<file path="config.mk">
export PLATFORM = sky130hd
export DESIGN_NAME = hsl_to_rgba_converter_top
export DESIGN_NICKNAME = d
export VERILOG_FILES = /design/src/sv/hslrgba_pkg.sv /design/src/sv/hslrgba_channel.sv /design/src/sv/hsl_to_rgba_converter_top.sv
export SDC_FILE = /design/constraint.sdc
export NUM_CORES = 2
export LEC_CHECK = 0
export BUFFER_PORTS_ARGS = -buffer_cell sky130_fd_sc_hd__buf_2
export CORE_AREA = 2 2 384 424
export DETAILED_ROUTE_END_ITERATION = 16
export DIE_AREA = 0 0 386 426
export PLACE_DENSITY_LB_ADDON = 0.1
export SYNTH_ARGS = -nofsm -noshare
export SYNTH_HDL_FRONTEND = slang
export SYNTH_SLANG_ARGS = --single-unit
</file>
<file path="constraint.sdc">
create_clock -name clk -period 27 [get_ports clk]
set_input_delay 1.35 -clock clk [delete_from_list [all_inputs] [get_ports clk]]
set_output_delay 1.35 -clock clk [all_outputs]
set_load 0.01 [all_outputs]
</file>
<file path="src/sv/hslrgba_pkg.sv">
// ----------------------------------------------------------------------------
// hslrgba_pkg
// Shared constants and types for the HSL to RGBA converter pipeline.
// ----------------------------------------------------------------------------
package hslrgba_pkg;

	// raw input ranges
	localparam int HUE_FULL   = 5760;   // 360 degrees, 4 fraction bits
	localparam int PCT_FULL   = 1600;   // 100 percent, 4 fraction bits
	localparam int ALPHA_FULL = 4096;
	localparam int HUE_BIAS   = 6 * HUE_FULL; // lifts any 16-bit hue above zero
	localparam int HUE_WRAPS  = 11;     // multiples of HUE_FULL below the biased maximum

	// unit fractions in Q0.16
	localparam int UNIT_ONE   = 65536;
	localparam int UNIT_HALF  = 32768;
	localparam int UNIT_THIRD = 21845;

	// reciprocal multipliers: h = (hm * HUE_RECIP) >> 21, s = (raw * PCT_RECIP) >> 16
	localparam logic [24:0] HUE_RECIP = 25'd23860930;
	localparam logic [21:0] PCT_RECIP = 22'd2684355;

	// clock enables of the per-channel stages
	typedef struct packed {
		logic s4;
		logic s5;
		logic s6;
	} hslrgba_stage_en_t;

endpackage

</file>
<file path="src/sv/hslrgba_channel.sv">
// ----------------------------------------------------------------------------
// hslrgba_channel
// Hue-sector ramp and byte scaling of one colour channel, stages 4 to 6.
// ----------------------------------------------------------------------------
module hslrgba_channel (
	input  logic                           clk,
	input  hslrgba_pkg::hslrgba_stage_en_t en,
	input  logic [15:0]                    t_in,
	input  logic [16:0]                    p_in,
	input  logic [16:0]                    q_in,
	input  logic [16:0]                    l_in,
	input  logic                           gray_in,
	output logic [7:0]                     level
);
	import hslrgba_pkg::*;

	typedef enum logic [1:0] {
		SEC_RISE,
		SEC_TOP,
		SEC_FALL,
		SEC_BOTTOM
	} sector_t;

	logic [18:0] t6;
	logic [16:0] t2;
	logic [17:0] t3;
	sector_t     sector;
	logic [16:0] mult;
	logic [16:0] diff;

	sector_t     sector_s4;
	logic [16:0] mult_s4;
	logic [16:0] diff_s4;
	logic [16:0] p_s4;
	logic [16:0] q_s4;
	logic [16:0] l_s4;
	logic        gray_s4;

	logic [33:0] prod;
	logic [17:0] ramp;
	logic [17:0] ramp_sat;
	logic [16:0] chan;
	logic [16:0] chan_s5;

	logic [24:0] scaled;

	// classify the hue position and pick the ramp slope
	always_comb begin
		t6   = 19'(t_in) * 19'd6;
		t2   = {t_in, 1'b0};
		t3   = 18'(t_in) * 18'd3;
		diff = q_in - p_in;
		mult = '0;
		if (t6 < 19'(UNIT_ONE)) begin
			sector = SEC_RISE;
			mult   = 17'(t6);
		end else if (t2 < 17'(UNIT_ONE)) begin
			sector = SEC_TOP;
		end else if (t3 < 18'(2 * UNIT_ONE)) begin
			sector = SEC_FALL;
			mult   = 17'(19'(4 * UNIT_ONE) - t6);
		end else begin
			sector = SEC_BOTTOM;
		end
	end

	always_ff @(posedge clk) begin
		if (en.s4) begin
			sector_s4 <= sector;
			mult_s4   <= mult;
			diff_s4   <= diff;
			p_s4      <= p_in;
			q_s4      <= q_in;
			l_s4      <= l_in;
			gray_s4   <= gray_in;
		end
	end

	always_comb begin
		prod     = 34'(diff_s4) * 34'(mult_s4);
		ramp     = 18'(p_s4) + prod[33:16];
		ramp_sat = (ramp > 18'(UNIT_ONE)) ? 18'(UNIT_ONE) : ramp;
		if (gray_s4) begin
			chan = l_s4;
		end else begin
			case (sector_s4) inside
				SEC_RISE, SEC_FALL: chan = 17'(ramp_sat);
				SEC_TOP:            chan = q_s4;
				default:            chan = p_s4;
			endcase
		end
	end

	always_ff @(posedge clk) begin
		if (en.s5) begin
			chan_s5 <= chan;
		end
	end

	// scale by 255 and round half up
	assign scaled = 25'(chan_s5) * 25'd255 + 25'(UNIT_HALF);

	always_ff @(posedge clk) begin
		if (en.s6) begin
			level <= scaled[23:16];
		end
	end

endmodule

</file>
<file path="src/sv/hsl_to_rgba_converter_top.sv">
// ----------------------------------------------------------------------------
// hsl_to_rgba_converter_top
// HSL plus alpha to 8-bit RGBA conversion, one pixel per clock.
// ----------------------------------------------------------------------------
// The converter takes one pixel per clock and passes it through six
// register stages (hue wrap and clamps, reciprocal scaling to Q0.16, p/q
// formation, sector classification, ramp multiply, byte rounding); each
// holds a valid bit, and a stage advances whenever it is empty or its
// successor advances. Sustained rate is one transaction per cycle
// while m_axis_tready stays high; when the output stalls, empty stages still
// fill, so up to six transactions are held in flight without loss. The ready
// path is combinational: m_axis_tready reaches s_axis_tready through the
// stage enables with no register between them. Input tdata carries
// hue_deg, saturation_pct, lightness_pct and alpha_level, each a signed
// 16-bit field. Hue wraps modulo 360 degrees, saturation and lightness clamp
// to 0..100 percent, alpha clamps to 0..4096. Zero saturation gives a grey.
// There is no state between pixels; reset only empties the pipeline.
// ----------------------------------------------------------------------------
module hsl_to_rgba_converter_top (
	input  logic        clk,
	input  logic        arst_n,
	input  logic        s_axis_tvalid,
	output logic        s_axis_tready,
	input  logic [63:0] s_axis_tdata,  // hue_deg, saturation_pct, lightness_pct, alpha_level
	output logic        m_axis_tvalid,
	input  logic        m_axis_tready,
	output logic [31:0] m_axis_tdata   // red, green, blue, alpha_out
);
	import hslrgba_pkg::*;

	// stage valid bits and enables
	logic valid_s1, valid_s2, valid_s3, valid_s4, valid_s5, valid_s6;
	logic en_s1, en_s2, en_s3, en_s4, en_s5, en_s6;
	hslrgba_stage_en_t chan_en;

	// input fields
	logic [15:0] hue_in, sat_in, light_in, alpha_in;

	// stage 1: wrapped hue and clamped raw values
	logic [17:0] hue_ext;
	logic [17:0] hue_biased;
	logic [16:0] hue_off;
	logic [12:0] hue_mod;
	logic [10:0] sat_clamp, light_clamp;
	logic [12:0] alpha_clamp;
	logic [12:0] hue_mod_s1;
	logic [10:0] sat_s1, light_s1;
	logic [12:0] alpha_s1;

	// stage 2: Q0.16 fractions and alpha byte
	logic [37:0] hue_prod;
	logic [32:0] sat_prod, light_prod;
	logic [20:0] alpha_scaled;
	logic [15:0] h_s2;
	logic [16:0] s_s2, l_s2;
	logic [7:0]  alpha_s2;

	// stage 3: p, q and the three hue offsets
	logic [33:0] ls_prod;
	logic [16:0] ls;
	logic [17:0] q_sum;
	logic [16:0] q_val;
	logic signed [18:0] p_diff;
	logic [16:0] p_val;
	logic [16:0] tr_sum;
	logic [15:0] tr_val, tb_val;
	logic [15:0] t_r_s3, t_g_s3, t_b_s3;
	logic [16:0] q_s3, p_s3, l_s3;
	logic        gray_s3;
	logic [7:0]  alpha_s3;

	// alpha delay through the channel stages
	logic [7:0] alpha_s4, alpha_s5, alpha_s6;
	logic [7:0] red_s6, green_s6, blue_s6;

	// ---- flow control: a stage moves when empty or when its successor moves
	assign en_s6 = !valid_s6 || m_axis_tready;
	assign en_s5 = !valid_s5 || en_s6;
	assign en_s4 = !valid_s4 || en_s5;
	assign en_s3 = !valid_s3 || en_s4;
	assign en_s2 = !valid_s2 || en_s3;
	assign en_s1 = !valid_s1 || en_s2;

	assign s_axis_tready = en_s1;
	assign m_axis_tvalid = valid_s6;

	assign chan_en.s4 = en_s4;
	assign chan_en.s5 = en_s5;
	assign chan_en.s6 = en_s6;

	always_ff @(posedge clk or negedge arst_n) begin
		if (!arst_n) begin
			valid_s1 <= 1'b0;
			valid_s2 <= 1'b0;
			valid_s3 <= 1'b0;
			valid_s4 <= 1'b0;
			valid_s5 <= 1'b0;
			valid_s6 <= 1'b0;
		end else begin
			if (en_s1) valid_s1 <= s_axis_tvalid;
			if (en_s2) valid_s2 <= valid_s1;
			if (en_s3) valid_s3 <= valid_s2;
			if (en_s4) valid_s4 <= valid_s3;
			if (en_s5) valid_s5 <= valid_s4;
			if (en_s6) valid_s6 <= valid_s5;
		end
	end

	// ---- stage 1: wrap hue into 0..5759, clamp the others
	assign hue_in   = s_axis_tdata[15:0];
	assign sat_in   = s_axis_tdata[31:16];
	assign light_in = s_axis_tdata[47:32];
	assign alpha_in = s_axis_tdata[63:48];

	always_comb begin
		hue_ext    = {{2{hue_in[15]}}, hue_in};
		hue_biased = hue_ext + 18'(HUE_BIAS);
		hue_off    = hue_biased[16:0];
		hue_mod    = 13'(hue_off);
		// drop the largest multiple of a full turn that fits
		for (int j = 1; j <= HUE_WRAPS; j++) begin
			if (hue_off >= 17'(j * HUE_FULL)) begin
				hue_mod = 13'(hue_off - 17'(j * HUE_FULL));
			end
		end

		if (sat_in[15])                        sat_clamp = '0;
		else if (sat_in > 16'(PCT_FULL))       sat_clamp = 11'(PCT_FULL);
		else                                   sat_clamp = sat_in[10:0];

		if (light_in[15])                      light_clamp = '0;
		else if (light_in > 16'(PCT_FULL))     light_clamp = 11'(PCT_FULL);
		else                                   light_clamp = light_in[10:0];

		if (alpha_in[15])                      alpha_clamp = '0;
		else if (alpha_in > 16'(ALPHA_FULL))   alpha_clamp = 13'(ALPHA_FULL);
		else                                   alpha_clamp = alpha_in[12:0];
	end

	always_ff @(posedge clk) begin
		if (en_s1) begin
			hue_mod_s1 <= hue_mod;
			sat_s1     <= sat_clamp;
			light_s1   <= light_clamp;
			alpha_s1   <= alpha_clamp;
		end
	end

	// ---- stage 2: scale to Q0.16 by reciprocal multiplication (exact here)
	assign hue_prod     = 38'(hue_mod_s1) * 38'(HUE_RECIP);
	assign sat_prod     = 33'(sat_s1) * 33'(PCT_RECIP);
	assign light_prod   = 33'(light_s1) * 33'(PCT_RECIP);
	assign alpha_scaled = 21'(alpha_s1) * 21'd255 + 21'(ALPHA_FULL / 2);

	always_ff @(posedge clk) begin
		if (en_s2) begin
			h_s2     <= hue_prod[36:21];
			s_s2     <= sat_prod[32:16];
			l_s2     <= light_prod[32:16];
			alpha_s2 <= alpha_scaled[19:12];
		end
	end

	// ---- stage 3: q and p; l*(1+s) folds into l + l*s
	always_comb begin
		ls_prod = 34'(l_s2) * 34'(s_s2);
		ls      = ls_prod[32:16];
		if (l_s2 < 17'(UNIT_HALF)) q_sum = 18'(l_s2) + 18'(ls);
		else                       q_sum = 18'(l_s2) + 18'(s_s2) - 18'(ls);
		q_val  = q_sum[16:0];
		p_diff = $signed({1'b0, l_s2, 1'b0}) - $signed({2'b00, q_val});
		if (p_diff < 19'sd0)                    p_val = '0;
		else if (p_diff > 19'sd65536)           p_val = 17'(UNIT_ONE);
		else                                    p_val = p_diff[16:0];

		// hue offsets of plus and minus one third, wrapped into the unit
		tr_sum = 17'(h_s2) + 17'(UNIT_THIRD);
		if (tr_sum >= 17'(UNIT_ONE)) tr_val = 16'(tr_sum - 17'(UNIT_ONE));
		else                         tr_val = tr_sum[15:0];
		if (h_s2 < 16'(UNIT_THIRD))  tb_val = 16'(17'(h_s2) + 17'(UNIT_ONE - UNIT_THIRD));
		else                         tb_val = h_s2 - 16'(UNIT_THIRD);
	end

	always_ff @(posedge clk) begin
		if (en_s3) begin
			t_r_s3   <= tr_val;
			t_g_s3   <= h_s2;
			t_b_s3   <= tb_val;
			q_s3     <= q_val;
			p_s3     <= p_val;
			l_s3     <= l_s2;
			gray_s3  <= (s_s2 == '0);
			alpha_s3 <= alpha_s2;
		end
	end

	// ---- stages 4 to 6: one sector unit per channel
	hslrgba_channel u_red (
		.clk     (clk),
		.en      (chan_en),
		.t_in    (t_r_s3),
		.p_in    (p_s3),
		.q_in    (q_s3),
		.l_in    (l_s3),
		.gray_in (gray_s3),
		.level   (red_s6)
	);

	hslrgba_channel u_green (
		.clk     (clk),
		.en      (chan_en),
		.t_in    (t_g_s3),
		.p_in    (p_s3),
		.q_in    (q_s3),
		.l_in    (l_s3),
		.gray_in (gray_s3),
		.level   (green_s6)
	);

	hslrgba_channel u_blue (
		.clk     (clk),
		.en      (chan_en),
		.t_in    (t_b_s3),
		.p_in    (p_s3),
		.q_in    (q_s3),
		.l_in    (l_s3),
		.gray_in (gray_s3),
		.level   (blue_s6)
	);

	// hold alpha in step with the colour channels
	always_ff @(posedge clk) begin
		if (en_s4) alpha_s4 <= alpha_s3;
		if (en_s5) alpha_s5 <= alpha_s4;
		if (en_s6) alpha_s6 <= alpha_s5;
	end

	assign m_axis_tdata = {alpha_s6, blue_s6, green_s6, red_s6};

	// ---- assertions
	// an empty output stage frees the whole chain
	a_ready_when_drained: assert property (@(posedge clk) disable iff (!arst_n)
		!valid_s6 |-> s_axis_tready)
		else $error("input stalled with an empty output stage");

	// an accepted transaction lands in stage 1
	a_accept_lands: assert property (@(posedge clk) disable iff (!arst_n)
		(s_axis_tvalid && s_axis_tready) |=> valid_s1)
		else $error("accepted transaction lost at stage 1");

	// a held stage keeps its item
	a_stall_holds: assert property (@(posedge clk) disable iff (!arst_n)
		(valid_s3 && !en_s3) |=> valid_s3)
		else $error("stalled stage 3 dropped its item");

	// a moving item reaches the channel stages
	a_hand_on: assert property (@(posedge clk) disable iff (!arst_n)
		(valid_s3 && en_s4) |=> valid_s4)
		else $error("item lost between stage 3 and stage 4");

endmodule
</file>
==> out/metrics.cfg <==
[sta]
worst_hold_slack_ns=0.414
fin_tns_setup_ns=0
fin_skew_ns=0.0430
fmax_mhz=84.9
worst-slew-pin-transition_ns=1.15
fin_crit_ns=11.78
finalSetupViolCount=0
drv_slew=0
finalCritPeriodShare_pct=43.6
slew_headroom_pct=21.5
hold_viol=0
rsz0062_at_grt=no

[setup_path]
startpoint_type=flip-flop
cp.buffers_inverters=5
path_common_cell=fa_1
cp_top_family=adder cells
cpPeakStageDelay_ns=1.05
r2r_setup_slack_ns=15.22
path_max_fanout=21
critPathKind=flip-flop to flip-flop
worst_path_max_delay_cell=edfxtp_1
worstSetupEndpointType=flip-flop
cp.required_ns=27.38
cp.arrival_ns=12.16

[floorplan]
fp.dieW_um=386
core_area_mm2=0.160
io_pins=102
die_area_mm2=0.164
rows=154
initial_core_util_pct=51.7
die_h_um=426

[layout]
mostFrequentLayoutCells=1832 x inv_1, 1328 x fa_1, 1126 x ha_1, 884 x nand2_1, 459 x and2_1
final_cell_area_mm2=0.0870
drive_gt1_share_pct=4.33
areaGrowthSynthToFinish_pct=5.31
final_common_cell=inv_1
fillers=14400
fin_nets=11000

[route]
wirelength_mm=203
routed_via_density=5.45
dr.first_iter.drc_count=3206
ant_nets=0
drc=0
dr.pass1.iters=6
wl_per_cell_um=19.1
vias=58000

[clock_network]
clkSinkCount=442
clockRootBuffer=clkbuf_16
numCtsBuffers=55
hold_buffers=0
cts_htree_levels=2
post_cts_resized=0
path_clk_slew_ns=0.06
cts_tree=yes
insertion_delay_ns=0.70
cts_buffer_depth=3
cts_setup_buffers=0

[placement]
portBuffers=101
hpwl_mm=163
place_congestion=0.930
placed_area_mm2=0.0852

[global_routing]
grt.overflow.total=0
grtUsageTotal_pct=25.5
grt_pass1_wl_mm=331
grt_pass1_vias=62200
antenna_found_initial=6
grt_max_degree=87

[synthesis]
synth_nets=11100
ys_seq_area_share_pct=16.0
synth_edf_count=436
synth_cell_types=91
netlist_area_mm2=0.0827
synth_area_leaders=fa_1 32%, ha_1 17%, edfxtp_1 16%
yosysTopAreaCell=fa_1
ys_ff_latch=442
synthFlopType=edfxtp_1
synth-async-reset-ratio_pct=1.36
synth_cells=8553
yosys.area.top_type_share_pct=32.2
yosysWarnings=0
avgSynthCellArea_um2=9.66

[job]
cap_violations=0

[worst_hold_path]
hold_path_class=flip-flop to flip-flop

[outcome]
status=complete, no violations

metrics by stage:
stage / instances / setup WS (ns) / utilization (%)
2_1_floorplan: 8553 / 16.62 / -
3_3_place_gp: 10500 / 15.41 / 53.3
3_5_place_dp: 10500 / 15.26 / 53.3
4_1_cts: 10600 / 15.26 / 54.5
5_1_grt: 10600 / 14.49 / 54.5
6_report: 10600 / 15.22 / 54.5
final timing paths:
kind,cells past startpoint,startpoint,end
worst max-delay path,40,l_s2[11],p_s3[6]
worst max register to register,40,l_s2[11],p_s3[6]
worst min register to register,0,l_s3[10],u_green.l_s4[10]
worst min-delay path,0,l_s3[10],u_green.l_s4[10]
min in group asynchronous,1,arst_n,valid_s5
max in group asynchronous,1,arst_n,valid_s4
cells by family (layout without fill, tap and decap cells):
kind of cell,count (synthesis),in the layout,synth area share (%)
AND/OR/NAND/NOR,2127,2127,12.5
XOR/XNOR,317,317,3.38
adder cells (fa/ha/maj),2454,2454,49.2
AO/OA/AOI/OAI,1033,1033,8.34
multiplexers,71,71,0.934
other,0,2,0
buffers and inverters,2109,2096,9.64
flip-flops,442,442,16.0
per-layer routing:
metal / GRT usage, % / routed length (um)
met5: 0 / 0
met4: 6.50 / 5370
met3: 2.42 / 8890
met2: 45.6 / 104000
met1: 32.9 / 85100
worst register-to-register path, delay by kind of cell, from the launching register on:
kind,cells,cell delay (ns)
fa+ha+maj,10,4.30
simple gates,13,2.93
compound gates,11,2.71
flops,1,1.05
buf+inv,5,0.30
xor+xnor,1,0.19
synthesized netlist by cell type (all sizes together), types with 10 or more instances:
cell type	instances
or2	25
o32ai	15
and3	35
o31a	10
o211ai	22
o21a	82
mux2i	22
inv	1834
nand2b	69
or4	16
ha	1126
clkbuf	254
a211o	11
a21o	86
mux2	49
xnor2	224
a21oi	270
nor3b	16
nor3	101
buf	17
nand2	886
xor2	92
o22ai	46
or3	31
o21ai	197
a41oi	10
fa	1328
a21boi	20
a211oi	44
o21bai	18
edfxtp	436
and2	459
a31oi	41
nand3	79
nand4	27
o31ai	33
nor2b	69
nor4	29
nor2	264
sequential cells by signal, summed over array words and instances (netlist names), 13 cells and up:
signal / count
h_s2: 16
u_blue.chan_s5: 17
s_s2: 17
t_g_s3: 16
u_blue.q_s4: 17
u_green.l_s4: 17
l_s3: 17
u_blue.p_s4: 17
t_r_s3: 16
p_s3: 17
l_s2: 17
u_blue.diff_s4: 17
alpha_s1: 13
u_green.chan_s5: 17
u_red.mult_s4: 16
t_b_s3: 16
hue_mod_s1: 13
u_blue.mult_s4: 16
u_green.mult_s4: 16
q_s3: 17
u_red.chan_s5: 17
cell type report:
| cell class | count | area, um^2 | area share, % |
|---|---|---|---|
| repair buffers | 160 | 948 | 1.09 |
| well taps | 2106 | 2640 | 3.03 |
| clock buffers | 58 | 1390 | 1.59 |
| multi-input cells | 6002 | 61500 | 70.6 |
| clock inverters | 44 | 463 | 0.532 |
| inverters | 1834 | 6890 | 7.91 |
| diodes | 2 | 5.00 | 0.00575 |
| flip-flops and latches | 442 | 13200 | 15.2 |
Power is left out: the tool's default activity adds up to more than one toggle a clock period on the data nets, which glitch-free logic cannot reach.
